<file path="src/sv/pff_pkg.sv">
// pareto front filter package: sizes, payload structs, register and state codes
// dominance and priority helpers used by the front and back ends
// no dependencies
package pff_pkg;

  localparam int FRONT_DEPTH  = 32;
  localparam int METRIC_WIDTH = 32;
  localparam int FIELD_W      = 32;
  localparam int SIZE_W       = 6;
  localparam int IDX_W        = $clog2(FRONT_DEPTH);
  localparam int CNT_W        = $clog2(FRONT_DEPTH + 1);
  localparam int QUEUE_DEPTH  = 2;
  localparam int QPTR_W       = (QUEUE_DEPTH > 1) ? $clog2(QUEUE_DEPTH) : 1;
  localparam int QCNT_W       = $clog2(QUEUE_DEPTH + 1);
  localparam int NUM_REGS     = 4;
  localparam int REG_IDX_W    = $clog2(NUM_REGS);
  localparam int ADDR_W       = REG_IDX_W + 2;
  localparam int DATA_W       = 32;

  typedef logic [METRIC_WIDTH-1:0] metric_t;

  typedef struct packed {
    metric_t compute;
    metric_t capacity;
    metric_t memory_bw;
    metric_t link_bw;
  } point_t;

  typedef struct packed {
    logic [FIELD_W-1:0] compute_metric;
    logic [FIELD_W-1:0] capacity_metric;
    logic [FIELD_W-1:0] memory_bw_metric;
    logic [FIELD_W-1:0] link_bw_metric;
    logic               batch_end;
  } cand_t;

  typedef struct packed {
    logic [FIELD_W-1:0] out_compute;
    logic [FIELD_W-1:0] out_capacity;
    logic [FIELD_W-1:0] out_memory_bw;
    logic [FIELD_W-1:0] out_link_bw;
    logic               entry_present;
    logic               final_entry;
    logic               overflowed;
    logic [SIZE_W-1:0]  front_size;
  } result_t;

  // one queued request: point, batch marker, and whether it passed the thresholds
  typedef struct packed {
    point_t point;
    logic   batch_end;
    logic   keep;
  } work_t;

  typedef enum logic [REG_IDX_W-1:0] {
    REG_MIN_COMPUTE,
    REG_MIN_CAPACITY,
    REG_MIN_MEMORY_BW,
    REG_MIN_LINK_BW
  } reg_idx_t;

  typedef enum logic [2:0] {
    ST_IDLE,
    ST_CMP,
    ST_UPD,
    ST_COUNT,
    ST_DUMP
  } back_state_t;

  function automatic metric_t to_metric(logic [FIELD_W-1:0] x);
    return metric_t'(x);
  endfunction

  // a weakly dominates b
  function automatic logic covers(point_t a, point_t b);
    return (a.compute >= b.compute) && (a.capacity >= b.capacity) &&
           (a.memory_bw >= b.memory_bw) && (a.link_bw >= b.link_bw);
  endfunction

  // index of the lowest set bit, zero when none
  function automatic logic [IDX_W-1:0] first_set(logic [FRONT_DEPTH-1:0] v);
    logic [IDX_W-1:0] idx;
    idx = '0;
    for (int i = FRONT_DEPTH - 1; i >= 0; i--) begin
      if (v[i]) idx = IDX_W'(i);
    end
    return idx;
  endfunction

endpackage

</file>
<file path="src/sv/pff_front.sv">
// pareto front filter front end: takes candidates and checks the thresholds
// depends on pff_pkg
module pff_front (
  input  logic            cand_valid,
  output logic            cand_ready,
  input  pff_pkg::cand_t  cand,
  input  pff_pkg::point_t thr,
  output logic            push_valid,
  input  logic            push_ready,
  output pff_pkg::work_t  push_item
);

  pff_pkg::point_t pt;
  logic            pass;

  assign pt.compute   = pff_pkg::to_metric(cand.compute_metric);
  assign pt.capacity  = pff_pkg::to_metric(cand.capacity_metric);
  assign pt.memory_bw = pff_pkg::to_metric(cand.memory_bw_metric);
  assign pt.link_bw   = pff_pkg::to_metric(cand.link_bw_metric);

  assign pass = pff_pkg::covers(pt, thr);

  // failing points vanish here unless they close a batch
  assign cand_ready          = push_ready;
  assign push_valid          = cand_valid && (pass || cand.batch_end);
  assign push_item.point     = pt;
  assign push_item.batch_end = cand.batch_end;
  assign push_item.keep      = pass;

endmodule

</file>
<file path="config.mk">
export PLATFORM = sky130hd
export DESIGN_NAME = pff_front
export DESIGN_NICKNAME = d
export VERILOG_FILES = /design/src/sv/pff_pkg.sv /design/src/sv/pff_front.sv
export SDC_FILE = /design/constraint.sdc
export NUM_CORES = 1
export LEC_CHECK = 0
export BUFFER_PORTS_ARGS = -buffer_cell sky130_fd_sc_hd__buf_2
export CORE_AREA = 2 2 150 152
export DETAILED_ROUTE_END_ITERATION = 8
export DIE_AREA = 0 0 152 154
export PLACE_DENSITY = 0.52
export RECOVER_POWER = 25
export SLEW_MARGIN = 20
export SYNTH_ARGS = -nofsm -noshare
export SYNTH_HDL_FRONTEND = slang
export SYNTH_SLANG_ARGS = --single-unit
export TNS_END_PERCENT = 5
</file>
<file path="constraint.sdc">
create_clock -name vclk -period 4.2
set_input_delay 0.21 -clock vclk [all_inputs]
set_output_delay 0.21 -clock vclk [all_outputs]
set_load 0.01 [all_outputs]
</file>
==> metrics.md <==
| Metric | Value |
|---|---|
| Switching Fraction | 51.6% |
| Nets@finish | roughly 1,200 |
| DR WL/cell | 13.1 um |
| Uppermost layer routed | met4 |
| Synthesis Warnings | 0 |
| Clock share of power | 0% |
| Crit path max-delay cell type | nor4_1 |
| Crit path from | cand[58] |
| Required @ worst endpoint | ~4 ns |
| Num rows | 54 |
| Core area | about 22,000 um^2 |
| Met3 wire length | between 600 and 700 um |
| Hold Path Class | in -> out |
| Commonest non-fill, non-tap cell in the layout | buf_2 |
| WHS | around 0.42 ns |
| Number of diodes | 0 |
| Cell-by-cell trace of the critical path | buf_2, ha_1, nand4_1, nor4_1, o211ai_1, a31oi_1, o311ai_2, a21oi_2, buf_2 |
| Gr ovfl total | 0 |
| CP peak stage delay | 0.41 ns |
| # clk buffers | 0 |
| Total power | slightly above 500 uW |
| Met2 Wirelength | 7560 um |
| Critical Path Start Type | primary input |
| Reg area | 0 um^2 |
| # IOs | 391 |
| Max Cap Viol | 0 |
| Seq_cells | 0 |
| DR pass1 iterations | 4 |
| Worst Path Arrival | roughly 2.2 ns |
| Routed Antenna Nets | 0 |
| Internal power | 250 uW |
| Die Area | 23,400 um^2 |
| Cell variety after synth | 39 |
| Most frequent cells in the layout | buf_2 (357), inv_1 (129), ha_1 (128) |
| # hold bufs at CTS | 0 |
| Fin. Hold Viols | 0 |
| First-pass GRT wire length | approximately 22,000 um |
| Layout Area Growth over Synthesis | 30.4% |
| Setup total negative slack | 0 ns |
| WL met1 | between 6000 and 7000 um |
| Setup Buffers After CTS | 0 |
| WS Path Type | in -> out |
| Post-CTS resize count | 0 |
| Part of the Yosys area used for sequential elements | 0% |
| Initial Util | 19.3% |
| Via count | around 4,400 |
| Critical Path End | push_valid |
| Post-Syn Area | ~4200 um^2 |
| Post-Place Cells | between 1,000 and 1,500 |
| Routed wire length | 14,600 um |
| CP max FO | 3 |
| GP Congestion | slightly below 0.8 |
| Status | completed |
| Fin cells | around 1,100 |
| Avg Cell Area, Syn | around 7.3 um^2 |
| Achievable Freq | slightly above 400 MHz |
| Drt first-iter violations | 149 |
| DRC violations left | 0 |
| Pin count of the biggest net entering global routing | 4 |
| Syn Nets | 960 |
| Vias in the first global route | approximately 4,200 |
| Flop pwr share | 0% |
| Die height | 154 um |
| Hpwl dp | ~14,000 um |
| Minimum clock period | approximately 2.4 ns |
| Cell repeated most along the worst path | buf_2 |
| Final setup fails | 0 |
| I/O Buffers | between 300 and 400 |
| P_sw | 266 uW |
| Die X | between 150 and 200 um |
| Power per Cell Area | 94.5 nW/um^2 |
| Initial antenna violation count | 0 |
| Ratio of cells with drive above 1 in the final layout | between 40% and 50% |
| Worst-Margin Slew | around 0.42 ns |
| Relative slew slack | between 70% and 80% |
| Leak pwr | between 0.003 and 0.004 uW |
| Period Utilization, post-route | 58.1% |
| Slew Viols, Final | 0 |
| Tot GR Track Use | a little under an eighth |
| RSZ-0062 raised after global routing | no |
| Max VDD drop | ~29 uV |
| Vias per inst | about 4.0 |
| Cell count after synthesis | between 500 and 600 |
| Comb power frac | 100.0% |
| Crit. End Element | output pin |
-- power by group through the flow --
stage / combinational (uW) / clock (uW) / sequential, uW
5_1_grt: 593 / 0 / 0
6_report: 516 / 0 / 0
2_1_floorplan: 338 / 0 / 0
3_3_place_gp: 527 / 0 / 0
4_1_cts: 533 / 0 / 0
3_5_place_dp: 529 / 0 / 0
-- Yosys cell counts --
master,number,area (um^2)
buf_4,131,983
inv_1,129,484
ha_1,128,1600
a21oi_1,36,180
a21o_1,22,165
nand2_1,17,63.8
nand4_1,16,100
nor2_1,15,56.3
o21ai_0,15,75.1
nand3_1,11,55.1
a211oi_1,6,45.0
and4_1,4,35.0
nor2b_1,4,25.0
o211ai_1,4,30.0
a21oi_2,3,26.3
nand2b_1,3,18.8
o21ai_1,3,15.0
a211o_1,2,17.5
a31oi_1,2,12.5
and3_1,2,12.5
o31ai_1,2,15.0
a2111oi_0,1,8.76
a2111oi_2,1,15.0
a221o_1,1,10.0
a221oi_1,1,8.76
a221oi_2,1,15.0
a2bb2oi_1,1,8.76
a311oi_1,1,8.76
and2_1,1,6.26
nor3_1,1,5.00
nor3b_1,1,7.51
nor4_1,1,6.26
o2111a_1,1,11.3
o2111ai_1,1,8.76
o21a_1,1,7.51
o311ai_2,1,16.3
o31a_1,1,8.76
o41ai_1,1,8.76
or4_1,1,7.51
-- layout make-up --
cell class,instances,area (um^2)
Fill cell,2488,16200
Multi-Input combinational cell,313,2720
Timing Repair Buffer,389,1910
Inverter,129,484
Tap cell,280,350
-- layer usage --
layer / track usage [%] / vias to the layer above
li1: - / 2326
met1: 14.0 / 1898
met2: 22.4 / 176
met3: 0.648 / 2
met4: 0.445 / 0
met5: 0 / -
-- stage by stage --
| step | utilization, % | area, um^2 | worst slack (ns) |
|---|---|---|---|
| 2_1_floorplan | - | 4190 | 2.18 |
| 5_1_grt | 25.2 | 5460 | 1.47 |
| 3_5_place_dp | 25.4 | 5500 | 1.61 |
| 4_1_cts | 25.4 | 5500 | 1.61 |
| 3_3_place_gp | 25.4 | 5500 | 1.62 |
| 6_report | 25.2 | 5460 | 1.76 |
-- critical path, delay by kind of cell --
kind | cells | cell delay [ns]
AOI/OAI and AO/OA | 4 | 0.80
buffers and inverters | 2 | 0.24
and+or+nand+nor | 2 | 0.65
adders and majority gates | 1 | 0.31
-- worst min path at each step --
stage	start	endpoint	slack (ns)	cells past startpoint
5_1_grt	push_ready	cand_ready	0.42	0
3_5_place_dp	push_ready	cand_ready	0.42	0
3_3_place_gp	push_ready	cand_ready	0.42	0
2_1_floorplan	push_ready	cand_ready	0.51	1
4_1_cts	push_ready	cand_ready	0.42	0
6_report	push_ready	cand_ready	0.42	0
-- cells by family (layout without fill, tap and decap cells) --
kind of cell	Yosys count	in the layout	synth area share [%]
adder cells (fa/ha/maj)	128	128	38.3
AND/OR/NAND/NOR	77	77	9.53
buffers and inverters	260	518	35.1
AO/OA/AOI/OAI	108	108	17.2
No activity file was read; power rests on OpenSTA's default activity.
