## src/sv/pff_pkg.sv

```systemverilog
// pareto front filter package: sizes, payload structs, register and state codes
// dominance and priority helpers used by the front and back ends
// no dependencies
package pff_pkg;

  localparam int FRONT_DEPTH  = 32;
  localparam int METRIC_WIDTH = 32;
  localparam int FIELD_W      = 32;
  localparam int SIZE_W       = 6;
  localparam int IDX_W        = $clog2(FRONT_DEPTH);
  localparam int CNT_W        = $clog2(FRONT_DEPTH + 1);
  localparam int QUEUE_DEPTH  = 2;
  localparam int QPTR_W       = (QUEUE_DEPTH > 1) ? $clog2(QUEUE_DEPTH) : 1;
  localparam int QCNT_W       = $clog2(QUEUE_DEPTH + 1);
  localparam int NUM_REGS     = 4;
  localparam int REG_IDX_W    = $clog2(NUM_REGS);
  localparam int ADDR_W       = REG_IDX_W + 2;
  localparam int DATA_W       = 32;

  typedef logic [METRIC_WIDTH-1:0] metric_t;

  typedef struct packed {
    metric_t compute;
    metric_t capacity;
    metric_t memory_bw;
    metric_t link_bw;
  } point_t;

  typedef struct packed {
    logic [FIELD_W-1:0] compute_metric;
    logic [FIELD_W-1:0] capacity_metric;
    logic [FIELD_W-1:0] memory_bw_metric;
    logic [FIELD_W-1:0] link_bw_metric;
    logic               batch_end;
  } cand_t;

  typedef struct packed {
    logic [FIELD_W-1:0] out_compute;
    logic [FIELD_W-1:0] out_capacity;
    logic [FIELD_W-1:0] out_memory_bw;
    logic [FIELD_W-1:0] out_link_bw;
    logic               entry_present;
    logic               final_entry;
    logic               overflowed;
    logic [SIZE_W-1:0]  front_size;
  } result_t;

  // one queued request: point, batch marker, and whether it passed the thresholds
  typedef struct packed {
    point_t point;
    logic   batch_end;
    logic   keep;
  } work_t;

  typedef enum logic [REG_IDX_W-1:0] {
    REG_MIN_COMPUTE,
    REG_MIN_CAPACITY,
    REG_MIN_MEMORY_BW,
    REG_MIN_LINK_BW
  } reg_idx_t;

  typedef enum logic [2:0] {
    ST_IDLE,
    ST_CMP,
    ST_UPD,
    ST_COUNT,
    ST_DUMP
  } back_state_t;

  function automatic metric_t to_metric(logic [FIELD_W-1:0] x);
    return metric_t'(x);
  endfunction

  // a weakly dominates b
  function automatic logic covers(point_t a, point_t b);
    return (a.compute >= b.compute) && (a.capacity >= b.capacity) &&
           (a.memory_bw >= b.memory_bw) && (a.link_bw >= b.link_bw);
  endfunction

  // index of the lowest set bit, zero when none
  function automatic logic [IDX_W-1:0] first_set(logic [FRONT_DEPTH-1:0] v);
    logic [IDX_W-1:0] idx;
    idx = '0;
    for (int i = FRONT_DEPTH - 1; i >= 0; i--) begin
      if (v[i]) idx = IDX_W'(i);
    end
    return idx;
  endfunction

endpackage

```

## src/sv/pff_queue.sv

```systemverilog
// pareto front filter request queue between front and back ends
// depends on pff_pkg
module pff_queue (
  input  logic           clk,
  input  logic           rst,
  input  logic           push_valid,
  output logic           push_ready,
  input  pff_pkg::work_t push_item,
  output logic           pop_valid,
  input  logic           pop_ready,
  output pff_pkg::work_t pop_item
);

  pff_pkg::work_t                  slots [pff_pkg::QUEUE_DEPTH];
  logic [pff_pkg::QPTR_W-1:0]      wr_ptr;
  logic [pff_pkg::QPTR_W-1:0]      rd_ptr;
  logic [pff_pkg::QCNT_W-1:0]      fill;
  logic                            push;
  logic                            pop;

  assign push_ready = (fill != pff_pkg::QCNT_W'(pff_pkg::QUEUE_DEPTH));
  assign pop_valid  = (fill != '0);
  assign push       = push_valid && push_ready;
  assign pop        = pop_valid && pop_ready;
  assign pop_item   = slots[rd_ptr];

  function automatic logic [pff_pkg::QPTR_W-1:0] bump(logic [pff_pkg::QPTR_W-1:0] p);
    return (p == pff_pkg::QPTR_W'(pff_pkg::QUEUE_DEPTH - 1)) ? '0 : p + 1'b1;
  endfunction

  always_ff @(posedge clk) begin
    if (rst) begin
      wr_ptr <= '0;
      rd_ptr <= '0;
      fill   <= '0;
    end else begin
      if (push) wr_ptr <= bump(wr_ptr);
      if (pop) rd_ptr <= bump(rd_ptr);
      if (push && !pop) fill <= fill + 1'b1;
      else if (pop && !push) fill <= fill - 1'b1;
    end
  end

  always_ff @(posedge clk) begin
    if (push) slots[wr_ptr] <= push_item;
  end

endmodule

```

## config.mk

```make
export PLATFORM = sky130hd
export DESIGN_NAME = pff_queue
export DESIGN_NICKNAME = d
export VERILOG_FILES = /design/src/sv/pff_pkg.sv /design/src/sv/pff_queue.sv
export SDC_FILE = /design/constraint.sdc
export NUM_CORES = 1
export LEC_CHECK = 0
export BUFFER_PORTS_ARGS = -buffer_cell sky130_fd_sc_hd__buf_2
export CAP_MARGIN = 10
export CORE_ASPECT_RATIO = 1.75
export CORE_MARGIN = 3
export CORE_UTILIZATION = 56
export CTS_BUF_LIST = sky130_fd_sc_hd__clkbuf_16
export CTS_CLUSTER_SIZE = 14
export DETAILED_ROUTE_END_ITERATION = 6
export GPL_TIMING_DRIVEN = 0
export PLACE_DENSITY = 0.88
export SLEW_MARGIN = 20
export SYNTH_ARGS = -nofsm -noshare
export SYNTH_HDL_FRONTEND = slang
export SYNTH_SLANG_ARGS = --single-unit
```

## constraint.sdc

```tcl
create_clock -name clk -period 7.57 [get_ports clk]
set_input_delay 1.514 -clock clk [delete_from_list [all_inputs] [get_ports clk]]
set_output_delay 1.514 -clock clk [all_outputs]
set_load 0.01 [all_outputs]
```

==> flow_summary.json <==
{
  "synthMuxAreaShare_pct": 15.2,
  "grt_pass1_wl_um": 28800,
  "drt_wl_total_um": 19200,
  "setup_slack_ns": 4.20,
  "synth_ff_type": "edfxtp_1",
  "grt_pass1_vias": 5459,
  "ir_drop_uv": 283,
  "synthCells": 428,
  "synth-edff-count": 260,
  "synth_top_family_by_area": "multiplexers",
  "crit_required_ns": 6.06,
  "worst_setup_path_start_kind": "register",
  "clkTransAtPathRegs_ns": 0.06,
  "synth_top_area_share_pct": 81.1,
  "r2r_slack_ns": 5.45,
  "p_per_area_nw_per_um2": 326,
  "start_util_pct": 57.7,
  "fmax_ghz": 0.297,
  "grt_setup_unrepaired": "false",
  "arrival_ns": 1.85,
  "crit_fanout": 10,
  "fillers": 1048,
  "grt_use_met1_pct": 19.7,
  "synthTopCellsByArea": "edfxtp_1 81%, mux2_2 15%, buf_6 1.2%",
  "clock-sinks": 265,
  "core.rowCount": 62,
  "fin_crit_sh_pct": 44.5,
  "setup_viol": 0,
  "p_leak_nw": 4.51,
  "crit_slowest_cell": "dfxtp_1",
  "finalNetCount": 856,
  "cts_tree": "done",
  "die-width_um": 105,
  "grt_max_degree": 69,
  "clkLatencyLatePin_ns": 0.50,
  "hold_viol": 0,
  "crit_buf_inv": 3,
  "antenna_left": 0,
  "synth-adder-area-share_pct": 0.130,
  "cts_buffer_depth": 3,
  "slew_headroom_pct": 57.0,
  "hpwl_um": 13400,
  "worst_slew_pin_slew_ns": 0.645,
  "port_buffers": 265,
  "yosys.area_share.simple_pct": 0.520,
  "synth-async-reset-ratio_pct": 0,
  "dieHeight_um": 179,
  "wl_per_cell_um": 20.0,
  "ys_types": 19,
  "place_ws_ns": 4.48,
  "ys_seq_area_share_pct": 82.1,
  "grt_antenna_before_repair": 6,
  "synth-compound-area-share_pct": 0.312,
  "h-tree-depth": 1,
  "postCtsHoldBufs": 0,
  "fin_tns_setup_ns": 0,
  "grt.overflow.total": 0,
  "synth_area_um2": 9630,
  "synth.net_count": 563,
  "hold_class": "reg2reg",
  "initialDrtViolationCount": 235,
  "slowest_delay_ns": 0.38,
  "first_pass_iters": 4,
  "coreArea_um2": 16700,
  "crit_family": "buffers and inverters",
  "cts_setup_buffers": 0,
  "fin_worst_skew_ns": 0.0158,
  "post_cts_resized": 0,
  "synth_warnings": 0,
  "numCtsBuffers": 23,
  "top_usage_layer": "met2",
  "criticalPathCategory": "reg2out",
  "drive_above_1_share_pct": 60.2,
  "path_cells": "buf_4 -> buf_6 -> mux2_2 -> buf_2",
  "via_per_inst": 5.24,
  "synth_area_leader_cell": "edfxtp_1",
  "synth.ff_latch_count": 265,
  "use_met2_pct": 37.6,
  "gp_congestion": 0.724,
  "endpoint_kind": "primary output",
  "period_needed_ns": 3.37,
  "clock-root-buffer": "clkbuf_16",
  "avgSynthCellArea_um2": 22.5,
  "area_growth_pct": 24.4,
  "ios": 266,
  "maxCapViolCount": 0,
  "synthXorXnorAreaFrac_pct": 0.273,
  "run_status": "complete, no violations",
  "grt_util_all_layers_pct": 19.7,
  "route.detailed.drc": 0,
  "die_area_um2": 18900,
  "dr_total_vias": 5028,
  "use_met3_pct": 4.02,
  "drv_slew": 0
}
-- Yosys cell counts, drive strengths merged (2+ instances only) --
master / n
edfxtp: 260
mux2: 130
buf: 14
dfxtp: 5
nor2: 3
xor2: 3
a21oi: 2
o21ai: 2
-- metrics by stage --
stage | area (um2) | power, W | hold WS (ns) | util, % | cells
final | 12000 | 0.00390 | 0.511 | 71.8 | 960
after global routing | 12000 | 0.00407 | 0.558 | 71.8 | 960
after floorplan | 9630 | 0.00253 | 0.471 | - | 428
after CTS | 12000 | 0.00394 | 0.517 | 71.8 | 956
after global placement | 11200 | 0.00288 | 0.486 | 67.4 | 917
after detailed placement | 11300 | 0.00291 | 0.508 | 67.9 | 920
-- cell families after synthesis --
family	Yosys count
mux	130
xor+xnor	3
simple gates	9
buf+inv	15
flops	265
fa+ha+maj	1
compound gates	5
-- flip-flops by register name, indices dropped and copies added, names as in the netlist, named ones only --
signal  cells
slots     260
rd_ptr      1
wr_ptr      1
fill        2
-- worst paths after layout --
| kind | start | to | cells after the start |
|---|---|---|---|
| worst max register to register | fill[0] | slots[0][118] | 4 |
| worst max-delay path | register | pop_item[12] | 4 |
| worst min-delay path | rd_ptr | register | 2 |
| worst min register to register | rd_ptr | register | 2 |
-- metal layers --
metal  vias up  part of all wire, %  routed length [um]
met5         -                 0.12                  23
met4         4                  4.7                 894
met3        58                  6.2                1190
met2       209                   56               10800
met1      2468                   33                6280
li1       2289                    -                   -
-- final cells by class --
type	count	area (um2)	share of cell area (%)
Clock buffer	23	576	4.80
Inverter	1	8.76	0.0731
Clock inverter	13	76.3	0.637
Timing Repair Buffer	268	1400	11.7
Sequential cell	265	7910	66.0
Multi-Input combinational cell	148	1590	13.3
Buffer	14	135	1.13
Tap cell	224	280	2.34
Antenna cell	4	10.0	0.0835
-- tightest hold or removal path, cell delays in order, from the launching register on --
cell     delay (ns)
dfxtp_1        0.32
xor2_1         0.08
nor2_1         0.08
-- power breakdown --
group          switching (W)  internal, W  leakage (nW)
Sequential         0.0000493      0.00183          2.47
Combinational       0.000522     0.000467          1.69
Clock               0.000453     0.000578         0.349
Total                0.00102      0.00288          4.51
-- placed cells by master (no fill, tap or decap), types with 2 or more instances in the layout --
cell type	instances
buf_16	2
o21ai_0	2
dfxtp_1	5
edfxtp_1	260
xor2_1	3
a21oi_1	2
inv_1	8
buf_2	268
nor2_1	3
mux2_2	130
clkbuf_16	23
diode_2	4
buf_6	10
clkinv_1	3
Note: power is estimated with default switching activity, not from simulation.
